File: config.mk
export PLATFORM = sky130hd
export DESIGN_NAME = gauge_needle_filter_and_angle_map
export DESIGN_NICKNAME = d
export VERILOG_FILES = /design/src/rtl/core/gnf_pkg.sv /design/src/rtl/core/gnf_ctrl.sv /design/src/rtl/core/gnf_dp.sv /design/src/rtl/core/gauge_needle_filter_and_angle_map.sv
export VERILOG_INCLUDE_DIRS = /design/src /design/src/rtl/core
export SDC_FILE = /design/constraint.sdc
export NUM_CORES = 2
export LEC_CHECK = 0
export BUFFER_PORTS_ARGS = -buffer_cell sky130_fd_sc_hd__buf_2
export CORE_ASPECT_RATIO = 1.25
export CORE_MARGIN = 4
export CORE_UTILIZATION = 40
export CTS_BUF_LIST = sky130_fd_sc_hd__clkbuf_4
export DETAILED_ROUTE_END_ITERATION = 12
export PLACE_DENSITY = 0.63
export SKIP_LAST_GASP = 1
export SLEW_MARGIN = 20
export SYNTH_ARGS = -nofsm -noshare
export SYNTH_HDL_FRONTEND = slang
export SYNTH_HIERARCHICAL = 1
export SYNTH_SLANG_ARGS = --single-unit
File: constraint.sdc
create_clock -name clk -period 16.88 [get_ports clk]
set_clock_uncertainty 0.1 [all_clocks]
set_input_delay 3.376 -clock clk [delete_from_list [all_inputs] [get_ports clk]]
set_output_delay 3.376 -clock clk [all_outputs]
set_load 0.005 [all_outputs]
File: src/rtl/core/assert_macros.svh
// ----------------------------------------------------------------------------
// assert_macros.svh
// Assertion shorthands for the gauge needle block. Each one checks at the
// rising edge of clk and is switched off while rst_n is low.
// ----------------------------------------------------------------------------
`ifndef ASSERT_MACROS_SVH
`define ASSERT_MACROS_SVH

// antecedent and consequent in the same cycle
`define ASSERT_IMP(label, ante, cons, msg) \
    label: assert property (@(posedge clk) disable iff (!rst_n) (ante) |-> (cons)) \
        else $error(msg);

// consequent in the cycle after the antecedent
`define ASSERT_NXT(label, ante, cons, msg) \
    label: assert property (@(posedge clk) disable iff (!rst_n) (ante) |=> (cons)) \
        else $error(msg);

`endif

File: src/rtl/core/gnf_pkg.sv
// ----------------------------------------------------------------------------
// gnf_pkg
// Shared widths, constants, register codes and controller-to-datapath
// command types of the gauge needle filter and angle map.
// ----------------------------------------------------------------------------
`default_nettype none

package gnf_pkg;

    localparam int NUM_GAUGES_DEF = 4;
    localparam int NUM_RANGES     = 4;

    localparam int IDX_W     = 2;
    localparam int SAMPLE_W  = 16;
    localparam int ANGLE_W   = 16;
    localparam int COEF_W    = 8;
    localparam int FRAC_W    = 8;
    localparam int FV_W      = SAMPLE_W + FRAC_W;
    localparam int ACC_W     = FV_W + COEF_W;
    localparam int DEG_W     = 9;
    localparam int NUM_W     = FV_W + DEG_W;

    localparam int CFG_IDX_W  = 3;
    localparam int CFG_DATA_W = 50;

    // degrees to Q3.13 radians: deg * RAD_NUM / RAD_DEN
    localparam int RAD_NUM_W = 29;
    localparam int RAD_DEN_W = 22;
    localparam logic [RAD_NUM_W-1:0] RAD_NUM = 29'd502654816;
    localparam logic [RAD_DEN_W-1:0] RAD_DEN = 22'd3515625;

    localparam int MUL_A_W = FV_W;
    localparam int MUL_B_W = RAD_NUM_W;
    localparam int PROD_W  = MUL_A_W + MUL_B_W;

    localparam int NUM_LO_W = 17;
    localparam int NUM_HI_W = NUM_W - NUM_LO_W;
    localparam int QUO_W    = ANGLE_W + 1;
    localparam int DIVD_W   = NUM_W + RAD_NUM_W;
    localparam int DIVS_W   = FV_W + RAD_DEN_W;

    localparam int FDIV_BITS  = 2;
    localparam int FDIV_STEPS = FV_W / FDIV_BITS;
    localparam int ADIV_STEPS = QUO_W;
    localparam int CNT_W      = 5;

    localparam logic [COEF_W-1:0] TIME_CONST_RESET = 8'd10;
    localparam logic [COEF_W-1:0] LAG_WEIGHT_RESET = 8'd8;

    typedef struct packed {
        logic [DEG_W-1:0]    deg_end;
        logic [DEG_W-1:0]    deg_start;
        logic [SAMPLE_W-1:0] val_top;
        logic [SAMPLE_W-1:0] val_base;
    } range_t;

    localparam range_t RANGE_RESET [NUM_RANGES] = '{
        range_t'(50'd199071898009600),
        range_t'(50'd436570540670976),
        range_t'(50'd436570540670976),
        range_t'(50'd199072029081600)
    };

    typedef enum logic [CFG_IDX_W-1:0] {
        REG_TIME_CONST = 3'd0,
        REG_LAG_WEIGHT = 3'd1,
        REG_RANGE0     = 3'd2,
        REG_RANGE1     = 3'd3,
        REG_RANGE2     = 3'd4,
        REG_RANGE3     = 3'd5
    } cfg_reg_t;

    typedef enum logic [3:0] {
        OP_NONE  = 4'd0,
        OP_MUL_A = 4'd1,
        OP_MUL_B = 4'd2,
        OP_FDIV  = 4'd3,
        OP_PREP  = 4'd4,
        OP_MUL_C = 4'd5,
        OP_MUL_D = 4'd6,
        OP_MUL_E = 4'd7,
        OP_MUL_F = 4'd8,
        OP_MUL_G = 4'd9,
        OP_ADIV  = 4'd10
    } dp_op_t;

    typedef struct packed {
        logic   in_load;
        dp_op_t op;
        logic   out_load;
    } dp_cmd_t;

endpackage

`default_nettype wire

File: src/rtl/core/gnf_ctrl.sv
// ----------------------------------------------------------------------------
// gnf_ctrl
// Sequencer for one item: filter multiplies, filter divide, range prep,
// angle multiplies, angle divide, then hand-off to the output register.
// ----------------------------------------------------------------------------
`default_nettype none

module gnf_ctrl
    import gnf_pkg::*;
(
    input  wire logic clk,
    input  wire logic rst_n,
    input  wire logic in_valid,
    output logic      in_stall,
    output logic      out_valid,
    input  wire logic out_stall,
    output dp_cmd_t   cmd
);

    typedef enum logic [11:0] {
        S_IDLE  = 12'b0000_0000_0001,
        S_MUL_A = 12'b0000_0000_0010,
        S_MUL_B = 12'b0000_0000_0100,
        S_FDIV  = 12'b0000_0000_1000,
        S_PREP  = 12'b0000_0001_0000,
        S_MUL_C = 12'b0000_0010_0000,
        S_MUL_D = 12'b0000_0100_0000,
        S_MUL_E = 12'b0000_1000_0000,
        S_MUL_F = 12'b0001_0000_0000,
        S_MUL_G = 12'b0010_0000_0000,
        S_ADIV  = 12'b0100_0000_0000,
        S_DONE  = 12'b1000_0000_0000
    } state_t;

    state_t           state_reg, state_next;
    logic [CNT_W-1:0] cnt_reg, cnt_next;
    logic             out_valid_reg, out_valid_next;

    always_comb
    begin
        state_next   = state_reg;
        cnt_next     = cnt_reg;
        cmd.in_load  = 1'b0;
        cmd.op       = OP_NONE;
        cmd.out_load = 1'b0;
        unique case (state_reg)
            S_IDLE:
            begin
                if (in_valid)
                begin
                    cmd.in_load = 1'b1;
                    state_next  = S_MUL_A;
                end
            end
            S_MUL_A:
            begin
                cmd.op     = OP_MUL_A;
                state_next = S_MUL_B;
            end
            S_MUL_B:
            begin
                cmd.op     = OP_MUL_B;
                cnt_next   = CNT_W'(FDIV_STEPS - 1);
                state_next = S_FDIV;
            end
            S_FDIV:
            begin
                cmd.op = OP_FDIV;
                if (cnt_reg == '0)
                    state_next = S_PREP;
                else
                    cnt_next = cnt_reg - 1'b1;
            end
            S_PREP:
            begin
                cmd.op     = OP_PREP;
                state_next = S_MUL_C;
            end
            S_MUL_C:
            begin
                cmd.op     = OP_MUL_C;
                state_next = S_MUL_D;
            end
            S_MUL_D:
            begin
                cmd.op     = OP_MUL_D;
                state_next = S_MUL_E;
            end
            S_MUL_E:
            begin
                cmd.op     = OP_MUL_E;
                state_next = S_MUL_F;
            end
            S_MUL_F:
            begin
                cmd.op     = OP_MUL_F;
                state_next = S_MUL_G;
            end
            S_MUL_G:
            begin
                cmd.op     = OP_MUL_G;
                cnt_next   = CNT_W'(ADIV_STEPS - 1);
                state_next = S_ADIV;
            end
            S_ADIV:
            begin
                cmd.op = OP_ADIV;
                if (cnt_reg == '0)
                    state_next = S_DONE;
                else
                    cnt_next = cnt_reg - 1'b1;
            end
            S_DONE:
            begin
                // output register free, or emptied at this edge
                if (!out_valid_reg || !out_stall)
                begin
                    cmd.out_load = 1'b1;
                    state_next   = S_IDLE;
                end
            end
            default:
            begin
                state_next = S_IDLE;
            end
        endcase
    end

    assign out_valid_next = cmd.out_load | (out_valid_reg & out_stall);

    always_ff @(posedge clk or negedge rst_n)
    begin
        if (!rst_n)
        begin
            state_reg     <= S_IDLE;
            cnt_reg       <= '0;
            out_valid_reg <= 1'b0;
        end
        else
        begin
            state_reg     <= state_next;
            cnt_reg       <= cnt_next;
            out_valid_reg <= out_valid_next;
        end
    end

    assign in_stall  = (state_reg != S_IDLE);
    assign out_valid = out_valid_reg;

endmodule

`default_nettype wire

File: src/rtl/core/gnf_dp.sv
// ----------------------------------------------------------------------------
// gnf_dp
// Datapath: per-gauge filter state, one shared 24x29 multiplier, a
// two-bit-per-cycle filter divider, a one-bit-per-cycle angle divider and
// the output register.
// ----------------------------------------------------------------------------
`default_nettype none

module gnf_dp
    import gnf_pkg::*;
#(
    parameter int NUM_GAUGES = NUM_GAUGES_DEF
)
(
    input  wire logic                clk,
    input  wire logic                rst_n,
    input  wire dp_cmd_t             cmd,
    input  wire logic [COEF_W-1:0]   time_const,
    input  wire logic [COEF_W-1:0]   lag_weight,
    input  wire range_t              gauge_range [NUM_RANGES],
    input  wire logic [IDX_W-1:0]    gauge_index,
    input  wire logic [SAMPLE_W-1:0] sample,
    output logic [IDX_W-1:0]         gauge_id,
    output logic [ANGLE_W-1:0]       needle_angle
);

    localparam int GIDX_W = (NUM_GAUGES > 1) ? $clog2(NUM_GAUGES) : 1;

    logic [FV_W-1:0]     fv_reg [NUM_GAUGES];

    logic [IDX_W-1:0]    idx_reg;
    logic                ok_reg;
    logic [GIDX_W-1:0]   sel_reg;
    logic [SAMPLE_W-1:0] x_reg;
    logic [COEF_W-1:0]   t_reg;
    logic [COEF_W-1:0]   w_reg;
    logic [FV_W-1:0]     yprev_reg;
    range_t              rng_reg;
    logic [ACC_W-1:0]    acc_reg;
    logic [COEF_W-1:0]   frem_reg;
    logic [FV_W-1:0]     fq_reg;
    logic [FV_W-1:0]     d_reg;
    logic [FV_W-1:0]     toff_reg;
    logic [NUM_W-1:0]    n_reg;
    logic [DIVD_W-1:0]   a_reg;
    logic [DIVS_W-1:0]   b_reg;
    logic [DIVS_W-1:0]   arem_reg;
    logic [QUO_W-1:0]    aq_reg;
    logic [IDX_W-1:0]    gauge_id_reg;
    logic [ANGLE_W-1:0]  angle_reg;

    logic [COEF_W-1:0]   t_eff;
    logic [COEF_W-1:0]   w_eff;
    logic [GIDX_W-1:0]   gsel;
    logic                gok;

    logic [MUL_A_W-1:0]  mul_a;
    logic [MUL_B_W-1:0]  mul_b;
    logic [PROD_W-1:0]   prod;
    logic [ACC_W-1:0]    fsum;

    logic [COEF_W-1:0]   frem_step;
    logic [FV_W-1:0]     fq_step;

    logic                empty;
    logic [FV_W-1:0]     lo;
    logic [FV_W-1:0]     hi;
    logic [FV_W-1:0]     yc;
    logic [FV_W-1:0]     d_val;
    logic [FV_W-1:0]     toff_val;
    logic                adiff_neg;
    logic [DEG_W-1:0]    adiff_mag;

    logic [DIVS_W:0]     arem_sh;
    logic [DIVS_W:0]     arem_sub;
    logic                arem_ge;

    // load-time coefficient fixups and gauge select
    assign t_eff = (time_const == '0) ? COEF_W'(1) : time_const;
    assign w_eff = (lag_weight > t_eff) ? t_eff : lag_weight;
    assign gsel  = GIDX_W'(32'(gauge_index));
    assign gok   = (32'(gauge_index) < 32'(NUM_GAUGES));

    // range prep from the fresh filter output
    assign empty    = (rng_reg.val_top <= rng_reg.val_base);
    assign lo       = {rng_reg.val_base, FRAC_W'(0)};
    assign hi       = {rng_reg.val_top, FRAC_W'(0)};
    assign yc       = (fq_reg < lo) ? lo : ((fq_reg > hi) ? hi : fq_reg);
    assign d_val    = empty ? FV_W'(1) : (hi - lo);
    assign toff_val = empty ? '0 : (yc - lo);

    assign adiff_neg = (rng_reg.deg_end < rng_reg.deg_start);
    assign adiff_mag = adiff_neg ? (rng_reg.deg_start - rng_reg.deg_end)
                                 : (rng_reg.deg_end - rng_reg.deg_start);

    // shared multiplier operand select
    always_comb
    begin
        mul_a = '0;
        mul_b = '0;
        unique case (cmd.op)
            OP_MUL_A:
            begin
                mul_a = {x_reg, FRAC_W'(0)};
                mul_b = MUL_B_W'(t_reg - w_reg);
            end
            OP_MUL_B:
            begin
                mul_a = yprev_reg;
                mul_b = MUL_B_W'(w_reg);
            end
            OP_MUL_C:
            begin
                mul_a = d_reg;
                mul_b = MUL_B_W'(rng_reg.deg_start);
            end
            OP_MUL_D:
            begin
                mul_a = toff_reg;
                mul_b = MUL_B_W'(adiff_mag);
            end
            OP_MUL_E:
            begin
                mul_a = MUL_A_W'(n_reg[NUM_LO_W-1:0]);
                mul_b = RAD_NUM;
            end
            OP_MUL_F:
            begin
                mul_a = MUL_A_W'(n_reg[NUM_W-1:NUM_LO_W]);
                mul_b = RAD_NUM;
            end
            OP_MUL_G:
            begin
                mul_a = d_reg;
                mul_b = MUL_B_W'(RAD_DEN);
            end
            default:
            begin
                mul_a = '0;
                mul_b = '0;
            end
        endcase
    end

    assign prod = PROD_W'(mul_a) * PROD_W'(mul_b);
    assign fsum = acc_reg + prod[ACC_W-1:0];

    // filter divide, restoring, FDIV_BITS quotient bits per cycle
    always_comb
    begin
        logic [COEF_W:0] r9;
        frem_step = frem_reg;
        fq_step   = fq_reg;
        for (int k = 0; k < FDIV_BITS; k++)
        begin
            r9      = {frem_step, fq_step[FV_W-1]};
            fq_step = {fq_step[FV_W-2:0], 1'b0};
            if (r9 >= {1'b0, t_reg})
            begin
                r9         = r9 - {1'b0, t_reg};
                fq_step[0] = 1'b1;
            end
            frem_step = r9[COEF_W-1:0];
        end
    end

    // angle divide, one quotient bit per cycle
    assign arem_sh  = {arem_reg, aq_reg[QUO_W-1]};
    assign arem_ge  = (arem_sh >= {1'b0, b_reg});
    assign arem_sub = arem_sh - {1'b0, b_reg};

    always_ff @(posedge clk)
    begin
        if (cmd.in_load)
        begin
            idx_reg   <= gauge_index;
            ok_reg    <= gok;
            sel_reg   <= gsel;
            x_reg     <= sample;
            t_reg     <= t_eff;
            w_reg     <= w_eff;
            yprev_reg <= fv_reg[gsel];
            rng_reg   <= gauge_range[gauge_index];
        end
        unique case (cmd.op)
            OP_MUL_A:
            begin
                acc_reg <= prod[ACC_W-1:0];
            end
            OP_MUL_B:
            begin
                // quotient is below 2^24, so the top byte is already below T
                frem_reg <= fsum[ACC_W-1:FV_W];
                fq_reg   <= fsum[FV_W-1:0];
            end
            OP_FDIV:
            begin
                frem_reg <= frem_step;
                fq_reg   <= fq_step;
            end
            OP_PREP:
            begin
                d_reg    <= d_val;
                toff_reg <= toff_val;
            end
            OP_MUL_C:
            begin
                n_reg <= prod[NUM_W-1:0];
            end
            OP_MUL_D:
            begin
                // descending range never drives the numerator below zero
                if (adiff_neg)
                    n_reg <= n_reg - prod[NUM_W-1:0];
                else
                    n_reg <= n_reg + prod[NUM_W-1:0];
            end
            OP_MUL_E:
            begin
                a_reg <= DIVD_W'(prod[NUM_LO_W+RAD_NUM_W-1:0]);
            end
            OP_MUL_F:
            begin
                a_reg <= a_reg + {prod[NUM_HI_W+RAD_NUM_W-1:0], NUM_LO_W'(0)};
            end
            OP_MUL_G:
            begin
                // quotient fits QUO_W bits, so the top part starts below the divisor
                b_reg    <= prod[DIVS_W-1:0];
                arem_reg <= DIVS_W'(a_reg[DIVD_W-1:QUO_W]);
                aq_reg   <= a_reg[QUO_W-1:0];
            end
            OP_ADIV:
            begin
                arem_reg <= arem_ge ? arem_sub[DIVS_W-1:0] : arem_sh[DIVS_W-1:0];
                aq_reg   <= {aq_reg[QUO_W-2:0], arem_ge};
            end
            default:
            begin
            end
        endcase
        if (cmd.out_load)
        begin
            gauge_id_reg <= idx_reg;
            if (!ok_reg)
                angle_reg <= '0;
            else if (aq_reg[QUO_W-1])
                angle_reg <= '1;
            else
                angle_reg <= aq_reg[ANGLE_W-1:0];
        end
    end

    // filter state, cleared at reset, written once the divide is done
    always_ff @(posedge clk or negedge rst_n)
    begin
        if (!rst_n)
        begin
            for (int g = 0; g < NUM_GAUGES; g++)
                fv_reg[g] <= '0;
        end
        else if ((cmd.op == OP_PREP) && ok_reg)
        begin
            fv_reg[sel_reg] <= fq_reg;
        end
    end

    assign gauge_id     = gauge_id_reg;
    assign needle_angle = angle_reg;

endmodule

`default_nettype wire

File: src/rtl/core/gauge_needle_filter_and_angle_map.sv
// ----------------------------------------------------------------------------
// gauge_needle_filter_and_angle_map
// Per-gauge first-order low-pass on raw samples, clamped to the gauge's value
// range and mapped linearly onto its angle range in Q3.13 radians.
// ----------------------------------------------------------------------------
// One item is worked on at a time. An accepted item has its result loaded
// into the output register when the angle divide is done; only then is the
// next item taken, and that hand-off waits while the output is full and
// stalled. The work goes through the two shift-subtract dividers (24-bit
// filter quotient at two bits a cycle, 17-bit angle quotient at one bit a
// cycle) and the single 24x29 multiplier that serves the seven products in
// turn. A finished result may wait in the output register while the block
// already accepts and processes the next item. Configuration registers are
// written through cfg_we, cfg_index and cfg_data; the user must write them
// only while no item is in flight, as the block itself does not enforce it.
`default_nettype none

`include "assert_macros.svh"

module gauge_needle_filter_and_angle_map
    import gnf_pkg::*;
#(
    parameter int NUM_GAUGES = NUM_GAUGES_DEF
)
(
    input  wire logic                  clk,
    input  wire logic                  rst_n,
    input  wire logic                  cfg_we,
    input  wire logic [CFG_IDX_W-1:0]  cfg_index,
    input  wire logic [CFG_DATA_W-1:0] cfg_data,
    input  wire logic                  in_valid,
    output logic                       in_stall,
    input  wire logic [IDX_W-1:0]      gauge_index,
    input  wire logic [SAMPLE_W-1:0]   sample,
    output logic                       out_valid,
    input  wire logic                  out_stall,
    output logic [IDX_W-1:0]           gauge_id,
    output logic [ANGLE_W-1:0]         needle_angle
);

    logic [COEF_W-1:0] time_const_reg;
    logic [COEF_W-1:0] lag_weight_reg;
    range_t            range_reg [NUM_RANGES];
    dp_cmd_t           cmd;

    always_ff @(posedge clk or negedge rst_n)
    begin
        if (!rst_n)
        begin
            time_const_reg <= TIME_CONST_RESET;
            lag_weight_reg <= LAG_WEIGHT_RESET;
            for (int r = 0; r < NUM_RANGES; r++)
                range_reg[r] <= RANGE_RESET[r];
        end
        else if (cfg_we)
        begin
            unique case (cfg_index)
                REG_TIME_CONST: time_const_reg <= cfg_data[COEF_W-1:0];
                REG_LAG_WEIGHT: lag_weight_reg <= cfg_data[COEF_W-1:0];
                REG_RANGE0:     range_reg[0]   <= range_t'(cfg_data);
                REG_RANGE1:     range_reg[1]   <= range_t'(cfg_data);
                REG_RANGE2:     range_reg[2]   <= range_t'(cfg_data);
                REG_RANGE3:     range_reg[3]   <= range_t'(cfg_data);
                default:
                begin
                end
            endcase
        end
    end

    gnf_ctrl u_ctrl (
        .clk       (clk),
        .rst_n     (rst_n),
        .in_valid  (in_valid),
        .in_stall  (in_stall),
        .out_valid (out_valid),
        .out_stall (out_stall),
        .cmd       (cmd)
    );

    gnf_dp #(
        .NUM_GAUGES (NUM_GAUGES)
    ) u_dp (
        .clk          (clk),
        .rst_n        (rst_n),
        .cmd          (cmd),
        .time_const   (time_const_reg),
        .lag_weight   (lag_weight_reg),
        .gauge_range  (range_reg),
        .gauge_index  (gauge_index),
        .sample       (sample),
        .gauge_id     (gauge_id),
        .needle_angle (needle_angle)
    );

    `ASSERT_NXT(a_busy_after_accept, in_valid && !in_stall, in_stall, "no busy after accept")
    `ASSERT_IMP(a_result_from_busy, $rose(out_valid), $past(in_stall), "result without item")
    `ASSERT_IMP(a_bad_gauge_zero, out_valid && (32'(gauge_id) >= 32'(NUM_GAUGES)), needle_angle == '0, "bad gauge angle")

endmodule

`default_nettype wire

## Word level (Yosys, flattened, before mapping)

Index checks and enable logic that the tools add are counted.

| storage, ports and cells | value |
|---|---|
| register bits after elaboration | 772 |
| input port bits | 76 |
| output and inout port bits | 20 |
| word-level logic and storage cells | 171 |

| cells by class | value |
|---|---|
| $add $sub $neg | 13 |
| multipliers | 1 |
| magnitude comparators | 11 |
| equal/unequal tests | 33 |
| mux-type cells | 40 |
| bitwise logic cells | 4 |
| reduce and logical (&&, ||, !) cells | 23 |

Operator list:

| cell | number |
|---|---|
| case mux 29 bit (6 select lines) | 1 |
| case mux 12 bit (12 select lines) | 1 |
| case mux 24 bit (6 select lines) | 1 |
| case mux 62 bit (2 select lines) | 1 |
| two-way mux 24 bit | 5 |
| binary-select mux 50 bit (select 2 bit) | 1 |
| two-way mux 50 bit | 2 |
| bitwise mux 96 bit | 1 |
| case mux 46 bit (2 select lines) | 1 |
| case mux 33 bit (2 select lines) | 1 |
| adder 62 bit | 1 |
| binary-select mux 24 bit (select 2 bit) | 1 |
| demux 24 bit (select 2 bit) | 1 |
| two-way mux 12 bit | 4 |
| case mux 24 bit (2 select lines) | 1 |
| subtractor 24 bit | 2 |
| >= comparator 47 x 46 -> 1 bit | 1 |
| multiplier 24 x 29 -> 46 bit | 1 |
| two-way mux 46 bit | 1 |
| subtractor 46 bit | 1 |
| case mux 4 bit (10 select lines) | 1 |
| case mux 17 bit (2 select lines) | 1 |
| adder 33 bit | 1 |
| two-way mux 33 bit | 1 |
| 56 further kinds | 92 |

## Longest topological paths before layout

| logic depth | value |
|---|---|
| depth in word-level cells | 9 |
| mapped depth | 57 |

## By module

Netlist, hierarchy kept.

By module, submodules not included:

| module | times used | cells each | area an instance (um2) | sequential area each (um2) |
|---|---|---|---|---|
| gnf_dp | 1 | 5208 | 53015.8 | 15464.8 |
| gauge_needle_filter_and_angle_map | 1 | 462 | 8242.9 | 5501.5 |
| gnf_ctrl | 1 | 125 | 1159.9 | 451.7 |

## Least setup slack after synthesis

Ideal clock, no wire load.

| timing path | value |
|---|---|
| path kind | register -> register |
| start | reg u_ctrl.state_reg[8] |
| end | reg u_dp.n_reg[32] (data pin) |
| setup time | 0.266 ns |
| arrival time | 12.899 ns |
| data required time | 16.514 ns |
| slack | 3.615 ns |
| stages on the path, launching flop included | 50 |
| path buffers | 4 |
| clock period less this slack | 13.265 ns |
| path through | dfrtp_1 > bufbuf_16 > nor4_1 > nand4_1 > nor3b_1 > nand2b_1 > nor2b_1 > nand2_1 > inv_1 > clkbuf_1 > buf_1 > a22oi_1 > nand3_1 > clkbuf_1 > nand2_1 > inv_1 > fa_1 > fa_1 > (+14 left out) > xnor2_1 > nand2b_1 > or4b_4 > or4b_4 > or3_1 > nand2_1 > xnor2_1 > ha_1 > a21oi_1 > o22ai_1 > a311oi_1 > o21bai_1 > a21o_1 > a21oi_1 > xnor2_1 > xnor2_1 > nand2_1 > xnor2_1 |

RTL lines:

| what | RTL line | text |
|---|---|---|
| start: declaration | gnf_ctrl.sv:35 | `state_t state_reg, state_next;` |
| start signal: assignment | gnf_ctrl.sv:141 | `state_reg <= state_next;` |
| end signal: assignment | gnf_dp.sv:208 | `n_reg <= prod[NUM_W-1:0];` |
| end signal: assignment | gnf_dp.sv:214 | `n_reg <= n_reg - prod[NUM_W-1:0];` |
| end signal: assignment | gnf_dp.sv:216 | `n_reg <= n_reg + prod[NUM_W-1:0];` |
| end: declaration | gnf_dp.sv:44 | `logic [NUM_W-1:0] n_reg;` |

==> impl_metrics.env <==
export IMPL_arrival_ns=15.89
export IMPL_cts_resized=0
export IMPL_portBuffers=95
export IMPL_hold_viol=0
export IMPL_critical_path_slowest_cell="nor4_1"
export IMPL_synth_warnings=6
export IMPL_hold_class="register to register"
export IMPL_crit_type="register to register"
export IMPL_nets=7073
export IMPL_clk_pin_slew_ns=0.07
export IMPL_min_period_over_period_pct=89.4
export IMPL_grt_setup_unrepaired="no"
export IMPL_cts_made_buffers=190
export IMPL_endpoint_kind="register"
export IMPL_power_mw=10.0
export IMPL_design_core_area_sq_um=155000
export IMPL_clk_insertion_delay_late_ns=1.20
export IMPL_hold_buffers=0
export IMPL_fmax_mhz=66.3
export IMPL_wl_um=177000
export IMPL_largest_reg_flops=200
export IMPL_routedWlPerCell_um=21.5
export IMPL_grt_pass1_vias=46200
export IMPL_dpl_cell_area_sq_um=65400
export IMPL_startpoint_type="register"
export IMPL_die_w_um=361
export IMPL_crit_required_ns=17.69
export IMPL_layout_common_cells="inv_1, fa_1, nand2_1"
export IMPL_max_cap_viol_count=0
export IMPL_use_met3_pct=3.44
export IMPL_synth_edf_count=435
export IMPL_crit_path_max_fanout=19
export IMPL_ys_seq_area_share_pct=34.3
export IMPL_cts_tree="built"
export IMPL_max_stage_delay_ns=0.72
export IMPL_pin_count=96
export IMPL_postSynthAreaPerCell_sq_um=10.8
export IMPL_grt_use_met1_pct=26.1
export IMPL_die_area_sq_um=162000
export IMPL_p_leak_nw=31.0
export IMPL_status="completed"
export IMPL_synthXorXnorAreaFrac_pct=3.84
export IMPL_avgViaCountPerCell=5.37
export IMPL_top_usage_layer="met2"
export IMPL_tightest_slew_ns=1.10
export IMPL_grt_start_max_net_pins=186
export IMPL_synthFlopType="edfxtp_1"
export IMPL_cts_root_buf="clkbuf_4"
export IMPL_vias=44100
export IMPL_min_period_ns=15.08
export IMPL_setup_slack_ns=1.80
export IMPL_crit_top_cell="fa_1"
export IMPL_regArea_sq_um=21400
export IMPL_final_common_cell="inv_1"
export IMPL_vdd_drop_max_mv=0.149
export IMPL_setup_viol=0
export IMPL_area_delta_synth_final_pct=9.11
export IMPL_powerDensity_nw_per_um2=147
export IMPL_ctsHtreeMaxLevel=4
export IMPL_finalSetupTns_ns=0
export IMPL_rows=161
export IMPL_async_flop_share_pct=43.1
export IMPL_grtUsageTotal_pct=21.8
export IMPL_multiInputGateArea_sq_um=37200
export IMPL_synth_compound_gate_area_share_pct=9.82
export IMPL_dr_pass1_iters=5
export IMPL_relSlewSlack_pct=26.6
export IMPL_gp_congestion=0.966
export IMPL_slew_viol_final=0
export IMPL_synth_area_sq_um=62400
export IMPL_netlist_instances=5795
export IMPL_final_area_sq_um=68100
export IMPL_drt_iter0_markers=3030
export IMPL_synth_top_family_by_area="adder cells"
export IMPL_yosys_area_share_simple_pct=9.72
export IMPL_drc=0
export IMPL_antenna_found_initial=18
export IMPL_fillerInstances=14600
export IMPL_clockBufferDepth=3
export IMPL_drive_gt1_share_pct=16.1
export IMPL_final_antenna_net_count=0
export IMPL_grt_overflow_total=0
export IMPL_synth_seq_cells=765
export IMPL_dp_hpwl_um=140000
export IMPL_die_h_um=450
export IMPL_use_met2_pct=38.1
export IMPL_dp_slack_ns=1.83
export IMPL_initial_core_util_pct=40.4
export IMPL_synth_distinct_cells=104
export IMPL_clkSinkCount=765
export IMPL_grt_first_pass_wirelength_um=273000
export IMPL_synth_adder_area_share_pct=26.6
export IMPL_synthMuxAreaShare_pct=9.09
export IMPL_cts_setup_buffers=0
-- worst max-delay path: cells and delay by family (launching register included) --
family / cells / cell delay, ns
buffers and inverters: 5 / 0.49
adder cells (fa/ha/maj): 9 / 4.33
AO/OA/AOI/OAI: 8 / 2.11
flip-flops: 1 / 0.50
AND/OR/NAND/NOR: 19 / 6.29
XOR/XNOR: 5 / 0.94
-- metal layers --
layer	routed length (um)	part of all wire, %	vias up
met5	75	0.042	-
met1	69200	39	22100
li1	-	-	20200
met4	9670	5.5	10
met3	9450	5.3	404
met2	88300	50	1373
-- per-stage QoR --
step                      instances  utilization [%]  hold WS (ns)
after floorplan                5830                -         0.345
after global placement         7856             42.3         0.358
after detailed placement       7856             42.3         0.368
after CTS                      8206             44.0         0.368
after global routing           8216             44.1         0.392
final                          8223             44.1         0.345
-- area by class of cell --
class | count | share of cell area (%)
Inverter | 876 | 4.83
Clock inverter | 50 | 0.489
Clock buffer | 300 | 3.31
Sequential cell | 765 | 31.4
Timing Repair Buffer | 168 | 1.57
Antenna cell | 15 | 0.0551
Tap cell | 2037 | 3.74
Multi-Input combinational cell | 4012 | 54.6
-- where the power goes --
group,leakage (nW),internal [mW],switching (mW)
logic,21.4,2.14,3.52
clock network,1.55,0.859,0.786
registers,8.11,2.49,0.208
-- synthesized netlist by cell type (128+ instances only) --
master / number / area (sq um)
xnor2_1: 174 / 1520
nand2_1: 536 / 2010
mux2_2: 263 / 2960
fa_1: 572 / 11500
dfrtp_1: 252 / 6310
o21ai_0: 269 / 1350
nor2_1: 363 / 1360
a21oi_1: 253 / 1270
ha_1: 412 / 5150
inv_1: 875 / 3280
edfxtp_1: 435 / 13100
a21o_1: 128 / 961
-- kinds of logic (layout without fill, tap and decap cells) --
family	Yosys count	count (layout)
xor+xnor	272	272
mux	431	431
compound gates	968	968
simple gates	1320	1320
buf+inv	1053	1394
other cells	2	52
fa+ha+maj	984	984
flops	765	765
-- path summary, 6_finish.rpt --
path                                                  from                       endpoint  slack, ns  cells past startpoint
min reg2reg                  time_const_reg[2]$_DFFE_PN0P_        u_dp/t_reg[2]$_DFFE_PP_       0.34                      0
max                        u_ctrl/state_reg[3]$_DFFE_PN0P_       u_dp/n_reg[32]$_DFFE_PP_       1.80                     46
min in group asynchronous                            rst_n    u_dp/fv_reg[76]$_DFFE_PN0P_       2.14                      1
min                          time_const_reg[2]$_DFFE_PN0P_        u_dp/t_reg[2]$_DFFE_PP_       0.34                      0
max in group asynchronous                            rst_n  lag_weight_reg[1]$_DFFE_PN0P_      12.35                      4
max reg2reg                u_ctrl/state_reg[3]$_DFFE_PN0P_       u_dp/n_reg[32]$_DFFE_PP_       1.80                     46
Note: power is estimated with default switching activity, not from simulation.
